===== src/design/rbt_pkg.sv =====
// Shared types, widths and register codes for the retry backoff table.
package rbt_pkg;

	localparam int TASK_W          = 6;
	localparam int TASK_SLOTS_DEF  = 64;
	localparam int CNT_W           = 8;
	localparam int DELAY_W         = 24;
	localparam int SCALED_W        = 32;
	localparam int MULT_W          = 16;
	localparam int PADDR_W         = 4;
	localparam int PDATA_W         = 32;

	// Transaction kinds on the request channel
	typedef enum logic [1:0] {
		KIND_QUERY  = 2'd0,
		KIND_RECORD = 2'd1,
		KIND_RESET  = 2'd2,
		KIND_CLEAR  = 2'd3
	} kind_t;

	// Register index (byte address / 4)
	typedef enum logic [1:0] {
		REG_MAX_RETRIES = 2'd0,
		REG_BASE_DELAY  = 2'd1,
		REG_MULTIPLIER  = 2'd2,
		REG_MAX_DELAY   = 2'd3
	} reg_idx_t;

	localparam logic [CNT_W-1:0]   MAX_RETRIES_RST = 8'd3;
	localparam logic [DELAY_W-1:0] BASE_DELAY_RST  = 24'd1000;
	localparam logic [MULT_W-1:0]  MULTIPLIER_RST  = 16'd512;
	localparam logic [DELAY_W-1:0] MAX_DELAY_RST   = 24'd30000;

	// Configuration as seen by the engine
	typedef struct packed {
		logic [CNT_W-1:0]   max_retries;
		logic [DELAY_W-1:0] base_delay_ms;
		logic [MULT_W-1:0]  backoff_multiplier_q8;
		logic [DELAY_W-1:0] max_delay_ms;
	} cfg_t;

	// One table entry
	typedef struct packed {
		logic [CNT_W-1:0]    attempts;
		logic [SCALED_W-1:0] scaled;
		logic [DELAY_W-1:0]  delay;
	} slot_t;

	localparam int SLOT_W = $bits(slot_t);

	// Engine sequencer
	typedef enum logic [1:0] {
		ST_IDLE,
		ST_READ,
		ST_CALC
	} state_t;

endpackage


===== src/design/rbt_cfg.sv =====
// APB configuration registers.
module rbt_cfg import rbt_pkg::*; (
	input  logic               clk,
	input  logic               arst_n,
	input  logic               psel,
	input  logic               penable,
	input  logic               pwrite,
	input  logic [PADDR_W-1:0] paddr,
	input  logic [PDATA_W-1:0] pwdata,
	output logic [PDATA_W-1:0] prdata,
	output logic               pready,
	output cfg_t               cfg
);

	cfg_t     cfg_q;
	reg_idx_t idx;
	logic     wr;

	assign pready = 1'b1;
	assign idx    = reg_idx_t'(paddr[3:2]);
	assign wr     = psel && penable && pwrite && pready;
	assign cfg    = cfg_q;

	// register writes
	always_ff @(posedge clk or negedge arst_n) begin
		if (!arst_n) begin
			cfg_q.max_retries           <= MAX_RETRIES_RST;
			cfg_q.base_delay_ms         <= BASE_DELAY_RST;
			cfg_q.backoff_multiplier_q8 <= MULTIPLIER_RST;
			cfg_q.max_delay_ms          <= MAX_DELAY_RST;
		end else if (wr) begin
			case (idx)
				REG_MAX_RETRIES: cfg_q.max_retries           <= pwdata[CNT_W-1:0];
				REG_BASE_DELAY:  cfg_q.base_delay_ms         <= pwdata[DELAY_W-1:0];
				REG_MULTIPLIER:  cfg_q.backoff_multiplier_q8 <= pwdata[MULT_W-1:0];
				REG_MAX_DELAY:   cfg_q.max_delay_ms          <= pwdata[DELAY_W-1:0];
				default: ;
			endcase
		end
	end

	// read mux
	always_comb begin
		prdata = '0;
		case (idx)
			REG_MAX_RETRIES: prdata = PDATA_W'(cfg_q.max_retries);
			REG_BASE_DELAY:  prdata = PDATA_W'(cfg_q.base_delay_ms);
			REG_MULTIPLIER:  prdata = PDATA_W'(cfg_q.backoff_multiplier_q8);
			REG_MAX_DELAY:   prdata = PDATA_W'(cfg_q.max_delay_ms);
			default:         prdata = '0;
		endcase
	end

endmodule


===== config.mk =====
export PLATFORM = sky130hd
export DESIGN_NAME = rbt_cfg
export DESIGN_NICKNAME = d
export VERILOG_FILES = /design/src/design/rbt_pkg.sv /design/src/design/rbt_cfg.sv
export SDC_FILE = /design/constraint.sdc
export NUM_CORES = 1
export LEC_CHECK = 0
export BUFFER_PORTS_ARGS = -buffer_cell sky130_fd_sc_hd__buf_2
export CELL_PAD_IN_SITES_DETAIL_PLACEMENT = 1
export CELL_PAD_IN_SITES_GLOBAL_PLACEMENT = 2
export CORE_ASPECT_RATIO = 0.6
export CORE_MARGIN = 10
export CORE_UTILIZATION = 33
export DETAILED_ROUTE_END_ITERATION = 8
export PLACE_DENSITY = 0.82
export SLEW_MARGIN = 20
export SYNTH_ARGS = -nofsm -noshare
export SYNTH_HDL_FRONTEND = slang
export SYNTH_SLANG_ARGS = --single-unit

===== constraint.sdc =====
create_clock -name clk -period 3.1 [get_ports clk]
set_input_delay 0.465 -clock clk [delete_from_list [all_inputs] [get_ports clk]]
set_output_delay 0.465 -clock clk [all_outputs]
set_load 0.01 [all_outputs]

==> flow_summary.toml <==
[critical_path]
cp_max_fo = 29
slowest_delay_ns = 0.65
crit_arrival_ns = 1.91
worst_ep_required_time_ns = 2.63
rr_worst_depth = 1
path_cells = "buf_2 -> mux4_2 -> buf_2"
cp_common_cell = "buf_2"
end_kind = "output pin"
crit_type = "input port to output pin"
cp-start-kind = "input port"
critPathSlowestCell = "buf_2"

[floorplanning]
fp.dieW_um = 151
core_area_um2 = 9950
fp.dieH_um = 98.6
die_area_um2 = 14900
io_pins = 146
start_util_pct = 34.2
rows = 28

[yosys]
avgSynthCellArea_um2 = 15.9
netlist_area_um2 = 3400
synth_top_area_share_pct = 41.2
syn_inst = 214
synthMuxAreaShare_pct = 35.3
yosysWarnings = 0
synth_enable_flop_cells = 0
yosys-top-cells-area = "dfrtp_1 41%, mux2_2 23%, dfstp_2 12%"
synth_top_cell_by_area = "dfrtp_1"
synth-compound-area-share_pct = 2.06
yosysSeqAreaShare_pct = 53.6
async_flop_share_pct = 100
yosysUniqueCellTypes = 21
synth_xor_area_share_pct = 0
synthSimpleGateAreaFrac_pct = 3.68
synth_ff_type = "dfrtp_1"
synth_top_family_by_area = "multiplexers"
yosys.area_share.adder_pct = 0
ys_ff_latch = 72

[finish]
fillers = 1069
num_antenna_cells = 0
largest_reg_flops = 72
drive_gt1_share_pct = 72.8
register_area_um2 = 1820
instances_no_fill = 480
nets = 381
fin_area_um2 = 4390
multiInputGateArea_um2 = 1430
areaGrowthSynthToFinish_pct = 29.2

[job]
max_cap_violations = 0

[clock_network]
insertion_delay_ns = 0.33
ctsLongestPathBuffers = 2
cts_made_buffers = 9
cts_setup_buffers = 0
hold_buffers = 0
cts_tree = "yes"
clkSlewWorstSetupHoldPaths_ns = 0.05
root_buffer = "clkbuf_16"
cts-resized-gates = 0
cts_max_level = 3
clock_sinks = 72

[placement]
placed_cells = 464
portBuffers = 126
place_area_um2 = 4080
gp_congestion = 0.718
dp_hpwl_um = 7050

[grt]
track_usage_pct = 13.0
grt_max_degree = 73
antenna_found_initial = 0
grt_pass1_vias = 2550
grt_pass1_wl_um = 14900
grt-ovfl-total = 0

[route]
drt-initial-drc-count = 38
wl_um = 9750
drc_errors = 0
wl_per_cell_um = 20.3
viasPerCell = 4.71
firstDrtPassIters = 4
ant_nets = 0
via_count = 2261

[sta]
fin_tns_setup_ns = 0
fin_worst_skew_ns = 0
worst_pin_slew_ns = 0.935
setup_viol = 0
hold_viol_final = 0
rsz0062_at_grt = "no"
maxSlewHeadroom_pct = 37.7
holdWs_ns = 0.275
clock.fmax_mhz = 420
fin_crit_ns = 2.38
drv_slew = 0
period_share_pct = 76.8

[status]
outcome = "completed"

[pwr]
leakage_nw = 2.17
power_w = 0.00333
peakVddDrop_mv = 0.324
power.density_nw_per_um2 = 758

[min_path]
hp-class = "input port to async pin"
[placed cells by master (no fill, tap or decap)]
cell       count
a22o_1         8
and3_4         1
and3b_1        1
buf_2        125
buf_4          5
bufinv_16      1
clkbuf_1       1
clkbuf_16      9
clkbuf_8       3
clkinv_2       2
conb_1         9
dfrtp_1       56
dfstp_2       16
mux2_1         2
mux2_2        68
mux2_4        10
mux2i_1        8
mux4_2         8
nand3_2        1
nand3b_4       1
nor2b_1        9
nor3b_4        1
[critical path: cells and delay by family]
| family | cells | cell delay [ns] |
|---|---|---|
| buffers and inverters | 2 | 0.81 |
| multiplexers | 1 | 0.63 |
[per-stage QoR]
step	setup slack, ns	util, %
floorplan	1.24	-
global placement	0.715	41.0
detailed placement	0.681	41.0
CTS	0.693	44.1
global route	0.613	44.1
finish	0.720	44.1
[cells in the mapped netlist (2+ instances only)]
cell	count
a22o_1	8
buf_2	2
buf_4	14
buf_6	3
conb_1	2
dfrtp_1	56
dfstp_2	16
mux2_1	2
mux2_2	68
mux2_4	10
mux2i_1	8
mux4_2	8
nor2b_1	9
[report_power, final]
| part | switching [W] | internal [W] | total, W | leakage, nW |
|---|---|---|---|---|
| sequential | 0.000170 | 0.00120 | 0.00137 | 0.854 |
| combinational | 0.000424 | 0.000475 | 0.000899 | 1.16 |
| clock | 0.000374 | 0.000686 | 0.00106 | 0.156 |
[logic make-up (layout without fill, tap and decap cells)]
kind of cell	Yosys count	after routing
AO/OA/AOI/OAI	8	8
flip-flops	72	72
other	2	9
multiplexers	96	96
AND/OR/NAND/NOR	14	14
buffers and inverters	22	146
[area by class of cell]
cell class,count,area share (%)
clock inverters,3,0.912
well taps,135,3.85
repair buffers,130,15.1
clock buffers,13,6.15
flip-flops and latches,72,41.5
multi-input cells,127,32.5
[final timing paths]
path                             endpoint        from  slack [ns]
worst max-delay path            prdata[5]    paddr[2]        0.72
worst min-delay path              cfg[36]      arst_n        0.28
worst max register to register    cfg[63]     cfg[63]        2.30
worst min register to register    cfg[57]     cfg[57]        0.51
max in group asynchronous         cfg[57]      arst_n        2.22
min in group clk                  cfg[63]  pwdata[23]        0.36
[routing by layer]
| layer | vias up | global-route usage [%] | share of wire (%) |
|---|---|---|---|
| met1 | 1149 | 16.7 | 45 |
| li1 | 1010 | - | - |
| met2 | 92 | 18.8 | 43 |
| met4 | 0 | 3.98 | 1.0 |
| met5 | - | 0 | 0 |
| met3 | 10 | 6.39 | 11 |
(Power assumes the default switching activity.)
